<file path="src/rtl/ffba_pkg.sv">
`timescale 1ns / 1ps

package ffba_pkg;

    typedef logic [2:0] status_t;

    localparam status_t ST_ALLOCATED    = 3'd0;
    localparam status_t ST_BAD_SIZE     = 3'd1;
    localparam status_t ST_NO_SPACE     = 3'd2;
    localparam status_t ST_FREED        = 3'd3;
    localparam status_t ST_FREE_IGNORED = 3'd4;

    localparam int unsigned BYTES_W = 17;
    localparam int unsigned ACC_W   = 18;

endpackage

</file>
<file path="src/rtl/first_fit_block_allocator.sv">
`timescale 1ns / 1ps

// First-fit allocator over BLOCK_COUNT blocks of BLOCK_BYTES bytes, one transaction at a time.
// After reset the block runs a clearing pass over every entry of its state memory and
// stalls input until it ends. An allocate is dispatched from idle with block 0 on the read
// port, then walks the blocks from the lowest index at one block per cycle until the first
// fitting free run is found or the last block is reached, then writes one block of the run
// per cycle; a zero or oversized request is answered without a walk. A free walks block
// offsets at one per cycle until the offset matches, reads the entry, then clears one
// block of the run per cycle. The state memory holds a used flag and a run length per
// block and is never read and written in the same cycle. A finished result sits in an
// output register, so the next transaction is taken while it waits to be delivered.
module first_fit_block_allocator #(
    parameter int BLOCK_COUNT = 128,
    parameter int BLOCK_BYTES = 800
) (
    input  logic              clk,
    input  logic              rst_n,
    input  logic              in_valid,
    output logic              in_stall,
    input  logic              command,
    input  logic [16:0]       request_bytes,
    input  logic [16:0]       free_offset,
    output logic              out_valid,
    input  logic              out_stall,
    output ffba_pkg::status_t status,
    output logic [16:0]       offset
);

    import ffba_pkg::*;

    localparam int IW = $clog2(BLOCK_COUNT);
    localparam int LW = $clog2(BLOCK_COUNT + 1);
    localparam int MW = LW + 1;
    localparam logic [IW-1:0] LAST = IW'(BLOCK_COUNT - 1);
    localparam logic [31:0] POOL = 32'(BLOCK_COUNT * BLOCK_BYTES);
    localparam logic [ACC_W-1:0] BB_ACC = ACC_W'(BLOCK_BYTES);
    localparam logic [BYTES_W-1:0] BB_OFF = BYTES_W'(BLOCK_BYTES);

    localparam logic [2:0] S_CLEAR  = 3'd0;
    localparam logic [2:0] S_IDLE   = 3'd1;
    localparam logic [2:0] S_ASCAN  = 3'd2;
    localparam logic [2:0] S_AWRITE = 3'd3;
    localparam logic [2:0] S_FSCAN  = 3'd4;
    localparam logic [2:0] S_FCHK   = 3'd5;
    localparam logic [2:0] S_FCLR   = 3'd6;
    localparam logic [2:0] S_DONE   = 3'd7;

    logic [2:0]         state_reg, state_next;
    logic [IW-1:0]      idx_reg, idx_next;
    logic [IW-1:0]      wr_idx_reg, wr_idx_next;
    logic [IW-1:0]      start_reg, start_next;
    logic [IW-1:0]      end_reg, end_next;
    logic [LW-1:0]      cnt_reg, cnt_next;
    logic [ACC_W-1:0]   acc_reg, acc_next;
    logic [BYTES_W-1:0] cur_off_reg, cur_off_next;
    logic [BYTES_W-1:0] start_off_reg, start_off_next;
    logic [BYTES_W-1:0] bytes_reg, bytes_next;
    logic [BYTES_W-1:0] off_reg, off_next;
    status_t            res_status_reg, res_status_next;
    logic [BYTES_W-1:0] res_offset_reg, res_offset_next;
    logic               out_valid_reg, out_valid_next;
    status_t            status_reg, status_next;
    logic [BYTES_W-1:0] offset_reg, offset_next;

    logic               wr_en;
    logic [IW-1:0]      wr_addr;
    logic [MW-1:0]      wr_data;
    logic               rd_en;
    logic [IW-1:0]      rd_addr;
    logic [MW-1:0]      rd_data;

    logic               ent_used;
    logic [LW-1:0]      ent_len;
    logic [IW-1:0]      run_start;
    logic [BYTES_W-1:0] run_off;
    logic [LW-1:0]      cnt_inc;
    logic [ACC_W-1:0]   acc_inc;
    logic               in_fire;

    assign ent_used  = rd_data[LW];
    assign ent_len   = rd_data[LW-1:0];
    assign run_start = (cnt_reg == '0) ? idx_reg : start_reg;
    assign run_off   = (cnt_reg == '0) ? cur_off_reg : start_off_reg;
    assign cnt_inc   = cnt_reg + LW'(1);
    assign acc_inc   = acc_reg + BB_ACC;
    assign in_stall  = (state_reg != S_IDLE);
    assign in_fire   = in_valid && !in_stall;

    ffba_ram #(
        .DEPTH(BLOCK_COUNT),
        .WIDTH(MW)
    ) u_ram (
        .clk     (clk),
        .wr_en   (wr_en),
        .wr_addr (wr_addr),
        .wr_data (wr_data),
        .rd_en   (rd_en),
        .rd_addr (rd_addr),
        .rd_data (rd_data)
    );

    always_comb
    begin
        state_next      = state_reg;
        idx_next        = idx_reg;
        wr_idx_next     = wr_idx_reg;
        start_next      = start_reg;
        end_next        = end_reg;
        cnt_next        = cnt_reg;
        acc_next        = acc_reg;
        cur_off_next    = cur_off_reg;
        start_off_next  = start_off_reg;
        bytes_next      = bytes_reg;
        off_next        = off_reg;
        res_status_next = res_status_reg;
        res_offset_next = res_offset_reg;
        status_next     = status_reg;
        offset_next     = offset_reg;
        out_valid_next  = out_valid_reg && out_stall;
        wr_en           = 1'b0;
        wr_addr         = wr_idx_reg;
        wr_data         = '0;
        rd_en           = 1'b0;
        rd_addr         = '0;

        case (state_reg)
            S_CLEAR:
            begin
                wr_en = 1'b1;
                if (wr_idx_reg == LAST)
                begin
                    state_next = S_IDLE;
                end
                else
                begin
                    wr_idx_next = wr_idx_reg + IW'(1);
                end
            end
            S_IDLE:
            begin
                if (in_fire)
                begin
                    bytes_next   = request_bytes;
                    off_next     = free_offset;
                    idx_next     = '0;
                    cnt_next     = '0;
                    acc_next     = '0;
                    cur_off_next = '0;
                    if (command)
                    begin
                        state_next = S_FSCAN;
                    end
                    else if (request_bytes == '0 || {15'd0, request_bytes} > POOL)
                    begin
                        res_status_next = ST_BAD_SIZE;
                        res_offset_next = '0;
                        state_next      = S_DONE;
                    end
                    else
                    begin
                        // block 0 is on the read port when the walk starts
                        rd_en      = 1'b1;
                        state_next = S_ASCAN;
                    end
                end
            end
            S_ASCAN:
            begin
                if (!ent_used && acc_inc >= {1'b0, bytes_reg})
                begin
                    start_next     = run_start;
                    start_off_next = run_off;
                    end_next       = idx_reg;
                    wr_idx_next    = run_start;
                    cnt_next       = cnt_inc;
                    state_next     = S_AWRITE;
                end
                else if (idx_reg == LAST)
                begin
                    res_status_next = ST_NO_SPACE;
                    res_offset_next = '0;
                    state_next      = S_DONE;
                end
                else
                begin
                    if (ent_used)
                    begin
                        cnt_next = '0;
                        acc_next = '0;
                    end
                    else
                    begin
                        start_next     = run_start;
                        start_off_next = run_off;
                        cnt_next       = cnt_inc;
                        acc_next       = acc_inc;
                    end
                    rd_en        = 1'b1;
                    rd_addr      = idx_reg + IW'(1);
                    idx_next     = idx_reg + IW'(1);
                    cur_off_next = cur_off_reg + BB_OFF;
                end
            end
            S_AWRITE:
            begin
                wr_en   = 1'b1;
                wr_data = {1'b1, (wr_idx_reg == start_reg) ? cnt_reg : LW'(0)};
                if (wr_idx_reg == end_reg)
                begin
                    res_status_next = ST_ALLOCATED;
                    res_offset_next = start_off_reg;
                    state_next      = S_DONE;
                end
                else
                begin
                    wr_idx_next = wr_idx_reg + IW'(1);
                end
            end
            S_FSCAN:
            begin
                // acc holds the byte offset of block idx, never wrapped
                if (acc_reg == {1'b0, off_reg})
                begin
                    rd_en      = 1'b1;
                    rd_addr    = idx_reg;
                    state_next = S_FCHK;
                end
                else if (acc_reg > {1'b0, off_reg} || idx_reg == LAST)
                begin
                    res_status_next = ST_FREE_IGNORED;
                    res_offset_next = '0;
                    state_next      = S_DONE;
                end
                else
                begin
                    idx_next = idx_reg + IW'(1);
                    acc_next = acc_inc;
                end
            end
            S_FCHK:
            begin
                if (!ent_used || ent_len == '0)
                begin
                    res_status_next = ST_FREE_IGNORED;
                    res_offset_next = '0;
                    state_next      = S_DONE;
                end
                else
                begin
                    cnt_next    = ent_len;
                    wr_idx_next = idx_reg;
                    state_next  = S_FCLR;
                end
            end
            S_FCLR:
            begin
                wr_en = 1'b1;
                if (cnt_reg == LW'(1) || wr_idx_reg == LAST)
                begin
                    res_status_next = ST_FREED;
                    res_offset_next = '0;
                    state_next      = S_DONE;
                end
                else
                begin
                    cnt_next    = cnt_reg - LW'(1);
                    wr_idx_next = wr_idx_reg + IW'(1);
                end
            end
            S_DONE:
            begin
                if (!out_valid_reg || !out_stall)
                begin
                    out_valid_next = 1'b1;
                    status_next    = res_status_reg;
                    offset_next    = res_offset_reg;
                    state_next     = S_IDLE;
                end
            end
            default:
            begin
                state_next = S_IDLE;
            end
        endcase
    end

    always_ff @(posedge clk or negedge rst_n)
    begin
        if (!rst_n)
        begin
            state_reg     <= S_CLEAR;
            wr_idx_reg    <= '0;
            idx_reg       <= '0;
            cnt_reg       <= '0;
            acc_reg       <= '0;
            out_valid_reg <= 1'b0;
        end
        else
        begin
            state_reg     <= state_next;
            wr_idx_reg    <= wr_idx_next;
            idx_reg       <= idx_next;
            cnt_reg       <= cnt_next;
            acc_reg       <= acc_next;
            out_valid_reg <= out_valid_next;
        end
    end

    always_ff @(posedge clk)
    begin
        start_reg      <= start_next;
        end_reg        <= end_next;
        cur_off_reg    <= cur_off_next;
        start_off_reg  <= start_off_next;
        bytes_reg      <= bytes_next;
        off_reg        <= off_next;
        res_status_reg <= res_status_next;
        res_offset_reg <= res_offset_next;
        status_reg     <= status_next;
        offset_reg     <= offset_next;
    end

    assign out_valid = out_valid_reg;
    assign status    = status_reg;
    assign offset    = offset_reg;

`ifndef SYNTHESIS
    a_no_rw_collide: assert property (@(posedge clk) disable iff (!rst_n)
        !(wr_en && rd_en))
        else $error("state memory read and written in the same cycle");

    a_idle_no_write: assert property (@(posedge clk) disable iff (!rst_n)
        (state_reg == S_IDLE || state_reg == S_DONE) |-> !wr_en)
        else $error("state memory written outside a transaction");

    a_run_start_order: assert property (@(posedge clk) disable iff (!rst_n)
        (state_reg == S_ASCAN && cnt_reg != '0) |-> (start_reg <= idx_reg))
        else $error("free run start beyond scan position");

    a_clear_len: assert property (@(posedge clk) disable iff (!rst_n)
        (state_reg == S_FCLR || state_reg == S_AWRITE) |-> (cnt_reg != '0))
        else $error("run write with zero length");

    a_offset_zero: assert property (@(posedge clk) disable iff (!rst_n)
        (out_valid_reg && status_reg != ST_ALLOCATED) |-> (offset_reg == '0))
        else $error("nonzero offset on a failed or free result");
`endif

endmodule

</file>
<file path="src/rtl/ffba_ram.sv">
`timescale 1ns / 1ps

module ffba_ram #(
    parameter int DEPTH = 128,
    parameter int WIDTH = 9
) (
    input  logic                     clk,
    input  logic                     wr_en,
    input  logic [$clog2(DEPTH)-1:0] wr_addr,
    input  logic [WIDTH-1:0]         wr_data,
    input  logic                     rd_en,
    input  logic [$clog2(DEPTH)-1:0] rd_addr,
    output logic [WIDTH-1:0]         rd_data
);

    logic [WIDTH-1:0] mem [DEPTH];

    always_ff @(posedge clk)
    begin
        if (wr_en)
        begin
            mem[wr_addr] <= wr_data;
        end
    end

    always_ff @(posedge clk)
    begin
        if (rd_en)
        begin
            rd_data <= mem[rd_addr];
        end
    end

endmodule

</file>
<file path="config.mk">
export PLATFORM = sky130hd
export DESIGN_NAME = first_fit_block_allocator
export DESIGN_NICKNAME = d
export VERILOG_FILES = /design/src/rtl/ffba_pkg.sv /design/src/rtl/first_fit_block_allocator.sv /design/src/rtl/ffba_ram.sv
export SDC_FILE = /design/constraint.sdc
export NUM_CORES = 2
export LEC_CHECK = 0
export ABC_AREA = 1
export BUFFER_PORTS_ARGS = -buffer_cell sky130_fd_sc_hd__buf_2
export CELL_PAD_IN_SITES_DETAIL_PLACEMENT = 1
export CELL_PAD_IN_SITES_GLOBAL_PLACEMENT = 1
export CORE_MARGIN = 2
export CORE_UTILIZATION = 51
export DETAILED_ROUTE_END_ITERATION = 8
export PLACE_DENSITY = 0.75
export SETUP_SLACK_MARGIN = 0.05
export SLEW_MARGIN = 20
export SYNTH_ARGS = -nofsm -noshare
export SYNTH_HDL_FRONTEND = slang
export SYNTH_SLANG_ARGS = --single-unit
</file>
<file path="constraint.sdc">
create_clock -name clk -period 22.6 [get_ports clk]
set_clock_uncertainty 0.2 [all_clocks]
set_input_delay 4.52 -clock clk [delete_from_list [all_inputs] [get_ports clk]]
set_output_delay 4.52 -clock clk [all_outputs]
set_load 0.02 [all_outputs]
</file>
== After elaboration in Yosys (flattened, before gate mapping) ==
Memories as Yosys holds them, arrays and structs flattened. A register that Yosys moved wholly into a read port is not among the register bits.
Cells that the tools add are included.
W data, S select, Z words.
Cells by class
  add/subtract/negate cells: 6
  $lt $le $gt $ge: 3
  eq/ne operators: 38
  multiplexer cells: 91
  reduce and logical (&&, ||, !) cells: 32
Operators with widths (count)
  $mux W17: 17
  $mux W7: 17
  $mux W18: 6
  $pmux W17 S6: 1
  $mux W3: 21
  $mux W8: 7
  $pmux W18 S3: 1
  $ne A2 B2 Y1 const B: 21
  $pmux W7 S5: 1
  $pmux W17 S2: 1
  $pmux W8 S4: 1
  $pmux W3 S8: 1
  $pmux W7 S3: 1
  $add A18 B10 Y18 const B: 1
  $eq A18 B17 Y1: 1
  $ge A18 B17 Y1: 1
  $gt A18 B17 Y1: 1
  $pmux W3 S6: 1
  $add A17 B10 Y17 const B: 1
  $gt A17 B17 Y1 const B: 1
  $logic_not A17 Y1: 1
  $logic_not A8 Y1: 2
  $add A7 B1 Y7 const B: 2
  $eq A7 B7 Y1: 2
  30 further kinds: 60
Storage, ports and cells
  bits in registers: 166
  memory bits (writable): 1152
  input bits: 39
  output and inout bits: 22
  logic and storage cells: 187
  memories kept: 1
Memories
  u_ram.mem: words 128, width 9, read ports 1, clocked after Yosys merged registers in 1, write ports 1, RTL line ffba_ram.sv:16  | logic [WIDTH-1:0] mem [DEPTH];

== Logic depth before layout (Yosys ltp) ==
  depth after elaboration: 6
  gate-level depth with buffers: 32
  depth with buffers taken out: 29

== Cells and area by module ==
A second synthesis with hierarchy kept.
Second synthesis, totals
  cell total of the unflattened synthesis: 4840
  area, all modules: 55181.7 um^2
Modules (own cells, without submodules)
  ffba_ram: times used 1, cells each 3994, area an instance 47451.8 um^2, seq. area each 34863.4 um^2
  first_fit_block_allocator: times used 1, cells each 846, area an instance 7729.9 um^2, seq. area each 4038.9 um^2

== Least setup slack after synthesis ==
OpenSTA, ideal clock, no wires.
  kind: register to register
  from: register state_reg[0]
  to: memory u_ram.mem[0][0], data pin
  setup time: 1.152 ns
  arrival time: 9.326 ns
  required time: 21.248 ns
  slack: 11.922 ns
  cell stages (with the launch flop): 7
  path buffers: 1
  clock period less this slack: 10.678 ns
  cell sequence: dfrtp_1 > ha_1 > inv_1 > nor2_1 > inv_1 > clkbuf_1 > nor3_1
Between the ends
  word-level cells in the longest chain between the ends: 2
Ends and longest elaborated chain
  start, declared: RTL line first_fit_block_allocator.sv:49  | logic [2:0] state_reg, state_next;
  start signal, assigned: RTL line first_fit_block_allocator.sv:301  | state_reg <= state_next;
  $eq A3 B2 Y1: RTL line first_fit_block_allocator.sv:127  | case (state_reg)
  $mux W9: RTL line first_fit_block_allocator.sv:127
  via u_ram.wr_data[0]: RTL line ffba_ram.sv:10  | input logic [WIDTH-1:0] wr_data,
  end, declared: RTL line ffba_ram.sv:16
The timed path passes the listed nets, and every way through them passes these cells.

== Final worst setup path ==
  from: register acc_reg[5]
  to: register u_ram.rd_data[4], read port of u_ram.mem, data pin
Between the ends
  word-level cells in the longest chain between the ends: 5
  elaborated cells on any way between the ends: 10
  classes of those cells: add/sub (1); order compare (1); eq/ne (1); mux (6); reduce/logical (1)
Ends and longest elaborated chain
  start, declared: RTL line first_fit_block_allocator.sv:55  | logic [ACC_W-1:0] acc_reg, acc_next;
  start signal, assigned: RTL line first_fit_block_allocator.sv:305  | acc_reg <= acc_next;
  $add A18 B10 Y18: RTL line first_fit_block_allocator.sv:86  | assign acc_inc = acc_reg + BB_ACC;
  $ge A18 B17 Y1: RTL line first_fit_block_allocator.sv:170  | if (!ent_used && acc_inc >= {1'b0, bytes_reg})
  $logic_and A1 B1 Y1: RTL line first_fit_block_allocator.sv:170
  $mux W1 or $mux W7 (tied branches): RTL line first_fit_block_allocator.sv:170
  $pmux W1 S3 or $pmux W7 S2 (tied branches): RTL line first_fit_block_allocator.sv:127
  end, declared: RTL line ffba_ram.sv:13  | output logic [WIDTH-1:0] rd_data
Parallel ways exist; a longest one is shown, timed or not.
A chain may end at the register's enable or synchronous reset.

==> impl_metrics.json <==
{
  "status": "finished, final reports clean",
  "fin_cells": 6968,
  "critPathKind": "reg -> reg",
  "grt.met3_usage_pct": 4.60,
  "crit_slowest_cell": "nand2_8",
  "path_clk_slew_ps": 60,
  "layout_min_cycle_time_ps": 7140,
  "max_stage_delay_ps": 810,
  "io_pins": 61,
  "slew_headroom_pct": 18.3,
  "clock-sinks": 1302,
  "async_flop_share_pct": 3.00,
  "yosys_most_used_dff": "edfxtp_1",
  "synth_edf_count": 1263,
  "grt_overflow": 0,
  "avgSynthCellArea_sq_um": 10.9,
  "insertion_delay_ps": 760,
  "drv_slew": 0,
  "netlist_instances": 5409,
  "met2_usage_pct": 49.3,
  "crit_top_cell": "nand2_1",
  "vias": 41500,
  "max_freq_mhz": 140,
  "yosysSeqAreaShare_pct": 66.1,
  "min_period_over_period_pct": 31.6,
  "viasPerCell": 5.96,
  "synth-seq-cells": 1302,
  "die_area_sq_mm": 0.118,
  "netlist_top_cells_area": "edfxtp_1 64%, nand3_1 10%, nand2_1 5.9%",
  "final_cell_mix": "1263 x edfxtp_1, 1215 x nand3_1, 931 x nand2_1",
  "p_per_area_mw_per_mm2": 96.4,
  "critPathMaxFanout": 181,
  "initial_utilization_pct": 51.4,
  "cts_resized": 0,
  "p_leak_nw": 25.1,
  "gp_congestion": 0.829,
  "ys.warnings.count": 0,
  "postCtsHoldBufs": 0,
  "grt_pass1_wl_mm": 265,
  "routedWlPerCell_um": 25.4,
  "grt_usage_pct": 29.9,
  "largest_register_ffs": 1152,
  "ir_drop_v": 0.0000911,
  "cp-start-kind": "flip-flop",
  "drtAntennaViolNets": 0,
  "fp.dieH_um": 344,
  "grt_pass1_vias": 42900,
  "firstDrtPassIters": 5,
  "drv_cap": 0,
  "synth_top_area_share_pct": 64.5,
  "cts_setup_buffers": 0,
  "die_x_um": 344,
  "final_nets": 5416,
  "cts_tree": "done",
  "dp.cells": 6708,
  "grt_max_degree": 203,
  "crit_path_end_kind": "flip-flop",
  "drc_errors": 0,
  "drive_above_1_share_pct": 6.69,
  "grt_busiest_layer": "met2",
  "io_buffers": 55,
  "cts_max_level": 4,
  "hold_class": "reg -> reg",
  "crit_arrival_ps": 7440,
  "clk_path_buf_depth": 3,
  "p_total_mw": 6.21,
  "core_area_sq_mm": 0.114,
  "drt-total-wl_mm": 177,
  "rsz0062_at_grt": "false",
  "crit_required_ps": 22910,
  "antenna_found_initial": 0,
  "use_met1_pct": 40.1,
  "tns_ps": 0,
  "hold_violations": 0,
  "yosysUniqueCellTypes": 55,
  "final_common_cell": "edfxtp_1",
  "worst_slew_pin_slew_ps": 1220,
  "place_hpwl_mm": 99.6,
  "cts_buffers": 142,
  "synth_top_area_cell": "edfxtp_1",
  "netlist_area_sq_mm": 0.0588,
  "nFillCells": 11900,
  "row_count": 124,
  "drt-initial-drc-count": 4291,
  "root_buffer": "clkbuf_16",
  "area_growth_pct": 9.55,
  "setup_viol": 0
}
cell type report:
class	instances	area, sq um	area share, %
multi-input cells	3057	15700	24.3
clock buffers	183	3890	6.03
well taps	1512	1890	2.94
inverters	715	2700	4.18
repair buffers	122	818	1.27
clock inverters	75	566	0.878
flip-flops and latches	1302	38900	60.4
diodes	2	5.00	0.00777
per-layer routing:
| metal | up-vias | part of all wire, % |
|---|---|---|
| li1 | 18400 | - |
| met1 | 21100 | 41 |
| met2 | 1609 | 48 |
| met3 | 357 | 6.9 |
| met4 | 0 | 3.6 |
| met5 | - | 0 |
path summary, 6_finish.rpt:
| check | start | endpoint | slack, ps | cells after the start |
|---|---|---|---|---|
| setup / recovery | acc_reg[5] | u_ram.rd_data[4] | 15460 | 29 |
| hold / removal | res_status_reg[0] | status[0] | 220 | 0 |
| setup reg to reg | acc_reg[5] | u_ram.rd_data[4] | 15460 | 29 |
| hold reg to reg | res_status_reg[0] | status[0] | 220 | 0 |
| max in group asynchronous | rst_n | acc_reg[7] | 18200 | 1 |
| min in group asynchronous | rst_n | state_reg[0] | 3590 | 1 |
cells in the mapped netlist (all sizes together), types with 8 or more instances:
cell and instances:
edfxtp 1263, nand3 1217, nand2 938, inv 711, nand3b 415, buf 230, nor2 218, clkbuf 109
o21ai 65, dfrtp 39, ha 37, nor3 30, a21oi 29, xor2 16, o211ai 15, xnor2 13
nand4 8, nor4 8
metrics by stage:
step	setup WS, ps	util [%]	cell area [sq um]	hold slack (ps)
6_report	15460	56.4	64400	219
5_1_grt	15040	56.4	64400	230
4_1_cts	15550	56.3	64400	221
3_5_place_dp	15470	52.4	60000	206
3_3_place_gp	15530	52.4	60000	201
2_1_floorplan	11920	-	58800	200
logic make-up (layout without fill, tap and decap cells):
kind of cell,after synthesis,in the layout,synth area share [%]
mux,1,1,0.0191
xor+xnor,29,29,0.432
other cells,1,7,0.00637
compound gates,141,141,1.46
buf+inv,1054,1095,7.53
fa+ha+maj,37,37,0.787
flops,1302,1302,66.1
simple gates,2844,2844,23.6
power by group:
| group | switching, mW | total [mW] | internal, mW |
|---|---|---|---|
| clock network | 0.957 | 2.26 | 1.30 |
| logic | 0.826 | 1.13 | 0.305 |
| registers | 0.0603 | 2.82 | 2.76 |
| total | 1.84 | 6.21 | 4.37 |
worst max-delay path, delay by kind of cell (launching register included):
| family | cells | cell delay [ps] |
|---|---|---|
| XOR/XNOR | 1 | 240 |
| adder cells (fa/ha/maj) | 2 | 540 |
| AO/OA/AOI/OAI | 3 | 490 |
| AND/OR/NAND/NOR | 20 | 3150 |
| buffers and inverters | 3 | 1460 |
| flip-flops | 1 | 410 |
Power figures use the tool's default switching activity.
